File: src/rtl/assert_macros.svh
// Assertion macros for the top-level RTL file, which checks itself.
// No dependencies; every macro expects clk and arst_n in scope.
`ifndef ASSERT_MACROS_SVH
`define ASSERT_MACROS_SVH

// Same-cycle implication, checked out of reset.
`define AST_IMPL(lbl, ante, cons) \
	lbl: assert property (@(posedge clk) disable iff (!arst_n) (ante) |-> (cons)) \
		else $error("assertion failed");

// Next-cycle implication, checked out of reset.
`define AST_NEXT(lbl, ante, cons) \
	lbl: assert property (@(posedge clk) disable iff (!arst_n) (ante) |=> (cons)) \
		else $error("assertion failed");

`endif

File: src/rtl/gbp_pkg.sv
// Shared types and constants for the gshare branch predictor.
// No dependencies.
package gbp_pkg;

	localparam int PC_W       = 48;
	localparam int CNT_W      = 32;
	localparam int S_TDATA_W  = 56;
	localparam int M_TDATA_W  = 72;
	localparam int CTR_W      = 2;
	localparam int PADDR_W    = 2;

	localparam logic [CTR_W-1:0] CTR_WEAK_TAKEN   = 2'd2;
	localparam logic [CTR_W-1:0] CTR_STRONG_TAKEN = 2'd3;
	localparam logic [CTR_W-1:0] CTR_STRONG_NOT   = 2'd0;
	localparam logic [CNT_W-1:0] COUNT_MAX        = '1;

	localparam logic CMD_PREDICT = 1'b0;
	localparam logic CMD_UPDATE  = 1'b1;

	localparam logic MODE_ALWAYS_TAKEN = 1'b0;
	localparam logic MODE_GSHARE       = 1'b1;

	localparam logic [PADDR_W-1:0] REG_POLICY_MODE = 2'd0;

	// Controller commands to the datapath
	typedef struct packed {
		logic clr_wr;   // write one table entry of the reset sweep
		logic load_in;  // capture the input transaction, launch table read
		logic commit;   // update state, load output register
	} gbp_cmd_t;

	// Datapath status to the controller
	typedef struct packed {
		logic clr_last; // sweep is at the last table entry
		logic out_busy; // output register holds a result not taken this cycle
	} gbp_sts_t;

endpackage

File: src/rtl/gbp_ctrl.sv
// Controller state machine: reset sweep, input capture, commit.
// Depends on gbp_pkg.
module gbp_ctrl
	import gbp_pkg::*;
(
	input  logic     clk,
	input  logic     arst_n,
	input  logic     s_tvalid,
	input  gbp_sts_t sts,
	output logic     s_tready,
	output gbp_cmd_t cmd,
	output logic     clearing
);

	typedef enum logic [2:0] {
		ST_CLEAR = 3'b001,
		ST_IDLE  = 3'b010,
		ST_EVAL  = 3'b100
	} state_t;

	state_t state_q, state_d;

	// next state and commands
	always_comb begin
		state_d     = state_q;
		cmd.clr_wr  = 1'b0;
		cmd.load_in = 1'b0;
		cmd.commit  = 1'b0;
		case (state_q)
			ST_CLEAR: begin
				cmd.clr_wr = 1'b1;
				if (sts.clr_last) begin
					state_d = ST_IDLE;
				end
			end
			ST_IDLE: begin
				if (s_tvalid) begin
					cmd.load_in = 1'b1;
					state_d     = ST_EVAL;
				end
			end
			ST_EVAL: begin
				// wait until the output register can take the result
				if (!sts.out_busy) begin
					cmd.commit = 1'b1;
					state_d    = ST_IDLE;
				end
			end
			default: begin
				state_d = ST_CLEAR;
			end
		endcase
	end

	always_ff @(posedge clk or negedge arst_n) begin
		if (!arst_n) begin
			state_q <= ST_CLEAR;
		end else begin
			state_q <= state_d;
		end
	end

	assign s_tready = (state_q == ST_IDLE);
	assign clearing = (state_q == ST_CLEAR);

endmodule

File: config.mk
export PLATFORM = sky130hd
export DESIGN_NAME = gbp_ctrl
export DESIGN_NICKNAME = d
export VERILOG_FILES = /design/src/rtl/assert_macros.svh /design/src/rtl/gbp_pkg.sv /design/src/rtl/gbp_ctrl.sv
export SDC_FILE = /design/constraint.sdc
export NUM_CORES = 1
export LEC_CHECK = 0
export BUFFER_PORTS_ARGS = -buffer_cell sky130_fd_sc_hd__buf_2
export CAP_MARGIN = 20
export CORE_AREA = 4 4 41 43
export CTS_BUF_LIST = sky130_fd_sc_hd__clkbuf_2
export CTS_CLUSTER_DIAMETER = 100
export DETAILED_ROUTE_END_ITERATION = 6
export DIE_AREA = 0 0 45 47
export SLEW_MARGIN = 25
export SYNTH_ARGS = -nofsm -noshare
export SYNTH_HDL_FRONTEND = slang
export SYNTH_SLANG_ARGS = --single-unit
File: constraint.sdc
create_clock -name clk -period 2.7 [get_ports clk]
set_input_delay 0.135 -clock clk [delete_from_list [all_inputs] [get_ports clk]]
set_output_delay 0.135 -clock clk [all_outputs]
set_load 0.01 [all_outputs]
==> metrics.md, run 1 <==
| Metric | Value |
|---|---|
| Die Wd | 45 microns |
| ANT cells | 0 |
| Register area | 76.32 sq um |
| GR Overflow Total | 0 |
| Post-route setup TNS | 0 ps |
| Mapped Area | 198.9 sq um |
| GR Layer Usage met2 | approximately 6.2% |
| Multi-input gate area | 106.4 sq um |
| Clock sink count | 3 |
| Total global-route track usage | 5.780% |
| Core Util, Final | 21.54% |
| Row count | 13 |
| CTS H-tree depth | 1 |
| Pins Over Slew Limit | 0 |
| Synth unique cells | 17 |
| Tcrit/Tclk final | between 50 and 60% |
| Slew at the pin closest to its max-slew limit | approximately 250 ps |
| Seq/Total Area, Yosys | 38.36% |
| Delay-heaviest family, CP | flip-flops |
| Clk_skew | 6.160 ps |
| VDD IR-drop max | 252.7 uV |
| Min Clock Period, post-route | ~1400 ps |
| Routed vias/inst | 4.065 |
| Power Dens Cells | 974.1 nW/um^2 |
| Setup violations, final | 0 |
| Met3 Use GR | under 10% |
| Wire length of the first global-routing pass | between 700 and 800 microns |
| Max Fclk | 739.5 MHz |
| Setup crit start kind | flip-flop |
| Worst path required time | about 2600 ps |
| Mean Syn Cell Area | 10.47 sq um |
| Hold Slack | 204.6 ps |
| CTS buffer count | 3 |
| Worst Hold Class | input port to flip-flop |
| WL/cell | 9.935 microns |
| Clock Tree Buf Depth | 2 |
| GR Layer Usage met1 | 5.950% |
| Biggest regs | state_q: 3 flops |
| Max-cap violation count | 0 |
| Total number of yosys warnings | 0 |
| Final Net Count | 37 |
| Leak Pwr | 0.1305 nW |
| Share of layout cells above drive strength 1 | 51.61% |
| IO buf count | 9 |
| Status | finished, final reports clean |
| Cell Chain, Critical Path | nor3b_1 -> buf_2 |
| Worst Path Arrival | 1220 ps |
| Synth Net Count | 24 |
| Die Y | 47 microns |
| Hold Vio Cnt, Final | 0 |
| Synth Register Bits | 3 |
| Most frequent cells in the layout | buf_2, clkbuf_2, nand3b_1, dfrtp_1 |
| Number of flip-flops in the largest register | 3 |
| RSZ-0062 raised after global routing | false |
| TritonCTS clock tree | yes |
| Via count | roughly 190 |
| First drt pass iteration count | 4 |
| Worst slew margin | 83.31% |
| Gpl congestion | 0.6396 |
| Leading cell type in the layout, fill and taps excluded | buf_2 |
| Element type at the critical path end | output port |
| Die area | 2115 sq um |
| Crit-path max cell delay | 600 ps |
| Pin count of the biggest net entering global routing | 10 |
| WS Path Type | flip-flop to output port |
| DRT iter0 DRCs | 6 |
| CP max FO | 8 |
| CP max stage cell | dfstp_2 |
| Detailed Route WL | 457 microns |
| Top Usage Layer GRT | met4 |
| Worst-Skew Late Latency | 210 ps |
| Core box area | 1301 sq um |
| Vias in the first global route | 182 |
| DRC viols | 0 |
| Most flops, register | state_q |
| R2r setup slk | 1610 ps |
| Top-Level Pins | 10 |
| Filler instances | between 150 and 200 |
| Root Driver | clkbuf_2 |
| Antenna violations before repair | 0 |
| Synth Instances | 19 |
| Initial Util | 15.29% |
| CTS clk-pin slew, worst paths | 50 ps |
| Total power draw | about 270 uW |
| Routed Antenna Nets | 0 |
| Syn-to-layout area delta | 40.88% |
| Crit path buf inv count | 1 |
[synthesized netlist by cell type]
library cell | count | share of area (%)
a211o_1 | 1 | 4.4
nor4b_1 | 1 | 4.4
dfrtp_1 | 2 | 25
a21oi_1 | 1 | 2.5
o31ai_1 | 1 | 3.8
inv_1 | 1 | 1.9
buf_4 | 1 | 3.8
and3b_1 | 1 | 4.4
o21ai_0 | 1 | 2.5
and2_1 | 1 | 3.1
dfstp_2 | 1 | 13
buf_2 | 1 | 2.5
nor3b_2 | 1 | 6.3
nor4b_2 | 1 | 7.5
nor2b_1 | 1 | 3.1
nand3b_1 | 2 | 7.5
nor3b_1 | 1 | 3.8
[final timing paths]
path                       startpoint          to  depth (start not counted)
setup / recovery           state_q[0]      cmd[2]                          2
hold / removal                 sts[0]  state_q[2]                          3
setup reg to reg           state_q[1]  state_q[1]                          2
hold reg to reg            state_q[0]  state_q[2]                          1
max in group asynchronous      arst_n  state_q[0]                          2
min in group asynchronous      arst_n  state_q[2]                          2
[power by group]
| part | switching [mW] | internal [mW] |
|---|---|---|
| logic | 0.0446 | 0.0594 |
| registers | 0.0368 | 0.0682 |
| clock network | 0.0249 | 0.0391 |
[through the flow]
step | area (sq um) | setup slack [ps] | instances
after floorplan | 198.9 | 1403 | 19
after global placement | 250.2 | 1561 | 41
after detailed placement | 250.2 | 1551 | 41
after CTS | 280.3 | 1308 | 46
after global routing | 280.3 | 1203 | 46
final | 280.3 | 1348 | 46
[cells by family after synthesis]
logic type,count (synthesis),share of synthesized area (%)
AND/OR/NAND/NOR,9,40.25
buffers and inverters,3,8.173
AO/OA/AOI/OAI,4,13.20
flip-flops,3,38.37
[worst min-delay path, delay by kind of cell]
family,cells,cell delay (ps)
simple gates,1,70
buf+inv,1,110
compound gates,1,60
[layer usage]
layer | wire length [microns] | vias up
met5 | 0 | -
met4 | 19 | 0
met3 | 46 | 2
met2 | 195 | 10
met1 | 196 | 82
li1 | - | 93
[repair_timing]
action	in CTS	in global routing
hold buffers	1	0
endpoints found under the hold margin	3	0
gates resized for setup	0	0
setup buffers	0	0
[layout make-up]
type / instances / share of cell area [%]
Sequential cell: 3 / 27.23
Multi-Input combinational cell: 13 / 37.95
Timing Repair Buffer: 10 / 19.64
Clock buffer: 4 / 7.143
Tap cell: 15 / 6.696
Inverter: 1 / 1.339
No activity file was read; power rests on OpenSTA's default activity.
==> run 2, diff against run 1 <==
- ABC_AREA: default -> 1
- clock period: 2.7 -> 1.25 ns (I/O delays scaled with it)
==> metrics.md, run 2 <==
| Metric | Value |
|---|---|
| VDD IR-drop max | 456.1 uV |
| Setup crit start kind | flip-flop |
| Biggest regs | state_q: 3 flops |
| Total number of yosys warnings | 0 |
| Gpl congestion | 0.6071 |
| Synth Net Count | 31 |
| Post-CTS setup buffer count | 0 |
| Multi-input gate area | 78.83 sq um |
| CP max FO | 4 |
| Placed Cells incl. Taps | 49 |
| Routed Antenna Nets | 0 |
| Max-cap violation count | 0 |
| Crit-path max cell delay | 550 ps |
| First drt pass iteration count | 4 |
| Register area | 76.32 sq um |
| Final setup margin | 91.22 ps |
| Final Cell Area | 271.5 sq um |
| Die Y | 47 microns |
| Die area | 2115 sq um |
| Min Clock Period, post-route | approximately 1200 ps |
| Synth Instances | 26 |
| Share of layout cells above drive strength 1 | between 40 and 50% |
| Top-Level Pins | 10 |
| WL/cell | 8.167 microns |
| Max Fclk | 863.0 MHz |
| Total global-route track usage | 5.371% |
| Post-DP HPWL | 362.9 microns |
| Tcrit/Tclk final | approximately 93% |
| Worst path required time | 1190 ps |
| Core box area | 1301 sq um |
| Die Wd | 45 microns |
| Pins Over Slew Limit | 0 |
| Number of flip-flops in the largest register | 3 |
| IO buf count | 9 |
| CTS buffer count | 3 |
| Worst Path Arrival | 1100 ps |
| Cell Chain, Critical Path | nor2_1 -> nand2_2 -> inv_1 -> buf_2 |
| Worst Hold Class | input port to flip-flop |
| Via count | 202 |
| Hold Vio Cnt, Final | 0 |
| TritonCTS clock tree | yes |
| Pin count of the biggest net entering global routing | 5 |
| WS Path Type | flip-flop to output port |
| Filler instances | 164 |
| ANT cells | 0 |
| Clk_skew | 2.748 ps |
| Ys async rst share | between 90% and 100% |
| CTS H-tree depth | 1 |
| Mean Syn Cell Area | 7.026 sq um |
| Final cell count without fillers | 54 |
| Syn-to-layout area delta | 48.63% |
| Wire length of the first global-routing pass | 724 microns |
| Detailed Route WL | 441 microns |
| Hold Slack | 131.4 ps |
| Row count | 13 |
| Synth top area cells | dfrtp_1, dfstp_2, inv_1 |
| GR Overflow Total | 0 |
| Total power draw | 621.8 uW |
| Seq/Total Area, Yosys | 41.78% |
| Leak Pwr | 0.1661 nW |
| Primary FF master, synth | dfrtp_1 |
| Most frequent cells after synthesis | inv_1, nor2_1, nand2_1, dfrtp_1, nand3_1 |
| DRC viols | 0 |
| Worst slew margin | 89.92% |
| Power Dens Cells | 2290 nW/um^2 |
| CTS clk-pin slew, worst paths | 50 ps |
| Clock sink count | 3 |
| Pre-CTS WS | 244.3 ps |
| Status | finished, final reports clean |
| CP max stage cell | dfstp_2 |
| DRT iter0 DRCs | 2 |
| Most frequent cells in the layout | buf_2, nor2_1, inv_1, clkbuf_2 |
| Mapped Area | 182.7 sq um |
| Post-synth top area share | 27.40% |
| Cell Area, Placed | 239.0 sq um |
| RSZ-0062 raised after global routing | false |
| Routed vias/inst | 3.741 |
| Root Driver | clkbuf_2 |
| Synth Register Bits | 3 |
| Setup violations, final | 0 |
| Vias in the first global route | 179 |
| Clock Tree Buf Depth | 2 |
| Most flops, register | state_q |
| Final Net Count | between 40 and 50 |
| Element type at the critical path end | output port |
| Top cell type by total area after synthesis | dfrtp_1 |
| Worst-Skew Late Latency | 210 ps |
| Leading cell type in the layout, fill and taps excluded | buf_2 |
| R2r setup slk | 250 ps |
| Post-route setup TNS | 0 ps |
| Synth unique cells | 12 |
| Slew at the pin closest to its max-slew limit | 149.6 ps |
| Antenna violations before repair | 0 |
| Number of flops mapped to enable cells by yosys | 0 |
| Initial Util | 14.04% |
| Core Util, Final | 20.87% |
[run 2: cell types whose count changed after synthesis, sizes merged, moves of 2 or more]
cell,change
inv,+5
nor2,+7
nor4b,-2
nand3,+2
nand2,+4
nor3b,-2
nand3b,-2
[run 2: cells by family (layout without fill, tap and decap cells)]
logic type	Yosys count	in the layout	share of synthesized area, %
AND/OR/NAND/NOR	14	14	34.25
AO/OA/AOI/OAI	2	2	7.532
flip-flops	3	3	41.78
buffers and inverters	7	20	16.44
[run 2: area by class of cell]
cell class                      count  area share, %
Clock buffer                        4          7.373
Inverter                            6          8.295
Tap cell                           15          6.912
Multi-Input combinational cell     16          29.03
Timing Repair Buffer               10          20.28
Sequential cell                     3          28.11
[run 2: path summary, 6_finish.rpt]
kind	startpoint	end	cells past startpoint
max reg2reg	state_q[0]	state_q[1]	5
max in group asynchronous	arst_n	state_q[0]	2
min reg2reg	state_q[0]	state_q[0]	2
min in group asynchronous	arst_n	state_q[1]	2
min	s_tvalid	state_q[1]	4
max	state_q[0]	s_tready	4
[run 2: worst max-delay path: cells and delay by family, from the launching register on]
family	cells	cell delay [ps]
simple gates	2	130
flops	1	550
buf+inv	2	200
[run 2: per-layer routing]
layer,wire (microns),up-vias,global-route usage [%]
li1,-,104,-
met1,169,86,4.545
met2,201,9,7.910
met3,45,3,3.065
met4,25,0,7.018
met5,0,-,0
[run 2: repair_timing]
item | in CTS | in global routing
endpoints found under the hold margin | 3 | 0
gates resized for setup | 0 | 1
setup endpoints to repair | 0 | 2
hold buffers | 1 | 0
[run 2: where the power goes]
group	switching, mW	internal (mW)	leakage, nW
Sequential	0.0412	0.150	0.0367
Combinational	0.171	0.118	0.113
Clock	0.0568	0.0844	0.0166
==> run 3, diff against run 2 <==
- BUFFER_PORTS_ARGS: -buffer_cell sky130_fd_sc_hd__buf_2 -> -buffer_cell sky130_fd_sc_hd__buf_4
- HOLD_SLACK_MARGIN: default -> 0.05
==> metrics.md, run 3 (synthesis results as in run 2) <==
| Metric | Value |
|---|---|
| Status | finished, final reports clean |
| Clock Tree Buf Depth | 2 |
| DRC viols | 0 |
| Most frequent CP cell | nor2_1 |
| First drt pass iteration count | 1 |
| Post-DP HPWL | about 370 microns |
| Slew at the pin closest to its max-slew limit | between 150 and 200 ps |
| Min Clock Period, post-route | 1147 ps |
| Routed vias/inst | 3.630 |
| Setup crit start kind | flip-flop |
| GR Overflow Total | 0 |
| WL/cell | 7.907 microns |
| Detailed Route WL | roughly 430 microns |
| Delay-heaviest family, CP | flip-flops |
| ANT cells | 0 |
| Core box area | 1301 sq um |
| CTS H-tree depth | 1 |
| Highest metal used | met4 |
| WS Path Type | flip-flop to output port |
| Post-route setup TNS | 0 ps |
| Worst-Skew Late Latency | 200 ps |
| Via count | 196 |
| Cell Chain, Critical Path | nor2_1 -> nand2_2 -> nor2_1 -> buf_4 |
| Initial Util | about 14% |
| Wire length of the first global-routing pass | 738 microns |
| Total global-route track usage | 5.529% |
| Top-Level Pins | 10 |
| Post-CTS setup buffer count | 0 |
| CP max stage cell | dfstp_2 |
| Tcrit/Tclk final | 91.74% |
| Crit path buf inv count | 1 |
| Routed Antenna Nets | 0 |
| Pins Over Slew Limit | 0 |
| Row count | 13 |
| Leading cell type in the layout, fill and taps excluded | buf_4 |
| HP Start | s_tvalid |
| TritonCTS clock tree | yes |
| R2r setup slk | 250 ps |
| RSZ-0062 raised after global routing | false |
| Syn-to-layout area delta | 60.96% |
| Met2 WL | 207 microns |
| Element type at the critical path end | output port |
| Filler instances | 158 |
| Die area | 2115 sq um |
| Hold Vio Cnt, Final | 0 |
| CTS clk-pin slew, worst paths | 50 ps |
| Final cell count without fillers | between 50 and 60 |
| VDD IR-drop max | 458.7 uV |
| CP max FO | 4 |
| Setup crit start | state_q[0] |
| Setup violations, final | 0 |
| Crit-path max cell delay | 550 ps |
| Root Driver | clkbuf_2 |
| Placed Cells incl. Taps | 49 |
| Max Fclk | 872.1 MHz |
| DRT iter0 DRCs | 0 |
| DRT met1 WL | between 150 and 200 microns |
| Clock sink count | 3 |
| Worst Path Arrival | 1080 ps |
| Die Wd | 45 microns |
| Leak Pwr | 0.1686 nW |
| Worst Hold Class | input port to flip-flop |
| Final Net Count | 45 |
| Pin count of the biggest net entering global routing | 5 |
| Vias in the first global route | approximately 180 |
| Number of flip-flops in the largest register | 3 |
| Antenna violations before repair | 0 |
| Power Dens Cells | 2243 nW/um^2 |
| Most frequent cells in the layout | buf_4, nor2_1, inv_1, clkbuf_2 |
| Max-cap violation count | 0 |
| Clk_skew | 1.682 ps |
| Most flops, register | state_q |
| CTS buffer count | 3 |
| IO buf count | 9 |
| Die Y | 47 microns |
| Worst path required time | between 1000 and 1500 ps |
| Biggest regs | state_q: 3 flops |
| Met3 wire length | 47 microns |
| Gpl congestion | 0.6286 |
| Worst slew margin | 89.36% |
| Worst r2r src | state_q[0] |
| Share of layout cells above drive strength 1 | a little under 50% |
run 3: power by group:
group          internal (mW)  switching, mW
Sequential             0.150         0.0405
Clock                 0.0845         0.0540
Combinational          0.154          0.176
run 3: cell type report:
type                            count  area (sq um)  area share (%)
Inverter                            6         22.52           7.660
Clock buffer                        4         20.02           6.809
Timing Repair Buffer               10         77.57           26.38
Tap cell                           15         18.77           6.383
Multi-Input combinational cell     16         78.83           26.81
Sequential cell                     3         76.32           25.96
run 3: per-stage QoR:
stage | total power, mW | instance area [sq um] | hold slack [ps] | setup slack (ps) | utilization (%)
floorplan | 0.4093 | 182.7 | -233.1 | 292.1 | -
global placement | 0.5140 | 261.5 | -147.8 | 249.8 | 20.10
detailed placement | 0.5195 | 261.5 | -146.3 | 249.2 | 20.10
CTS | 0.6689 | 291.5 | 114.0 | 22.03 | 22.40
global route | 0.7475 | 294.0 | 147.1 | 5.557 | 22.60
finish | 0.6596 | 294.0 | 128.1 | 103.3 | 22.60
run 3: path summary, 6_finish.rpt:
kind,to,cells after the start
max,cmd[1],4
max reg2reg,state_q[1],5
min reg2reg,state_q[0],2
min in group asynchronous,state_q[2],2
min,state_q[1],4
max in group asynchronous,state_q[0],2
run 3: worst reg2reg max path, cell delays in order (launching register included):
cell and delay (ps):
dfstp_2 550, nor2_2 50, nand2_1 80, nand2_2 70
nor2_1 100, nor2_1 40
run 3: repair_timing:
item	4_1_cts	5_1_grt
hold buffers	1	0
endpoints found under the hold margin	3	0
setup endpoints to repair	0	2
resized for setup	0	2
run 3: routing by layer:
metal  global-route usage, %  vias up
met5                       0        -
met4                   7.018        0
met3                   3.065        2
met2                   7.910        8
met1                   5.000       83
li1                        -      103
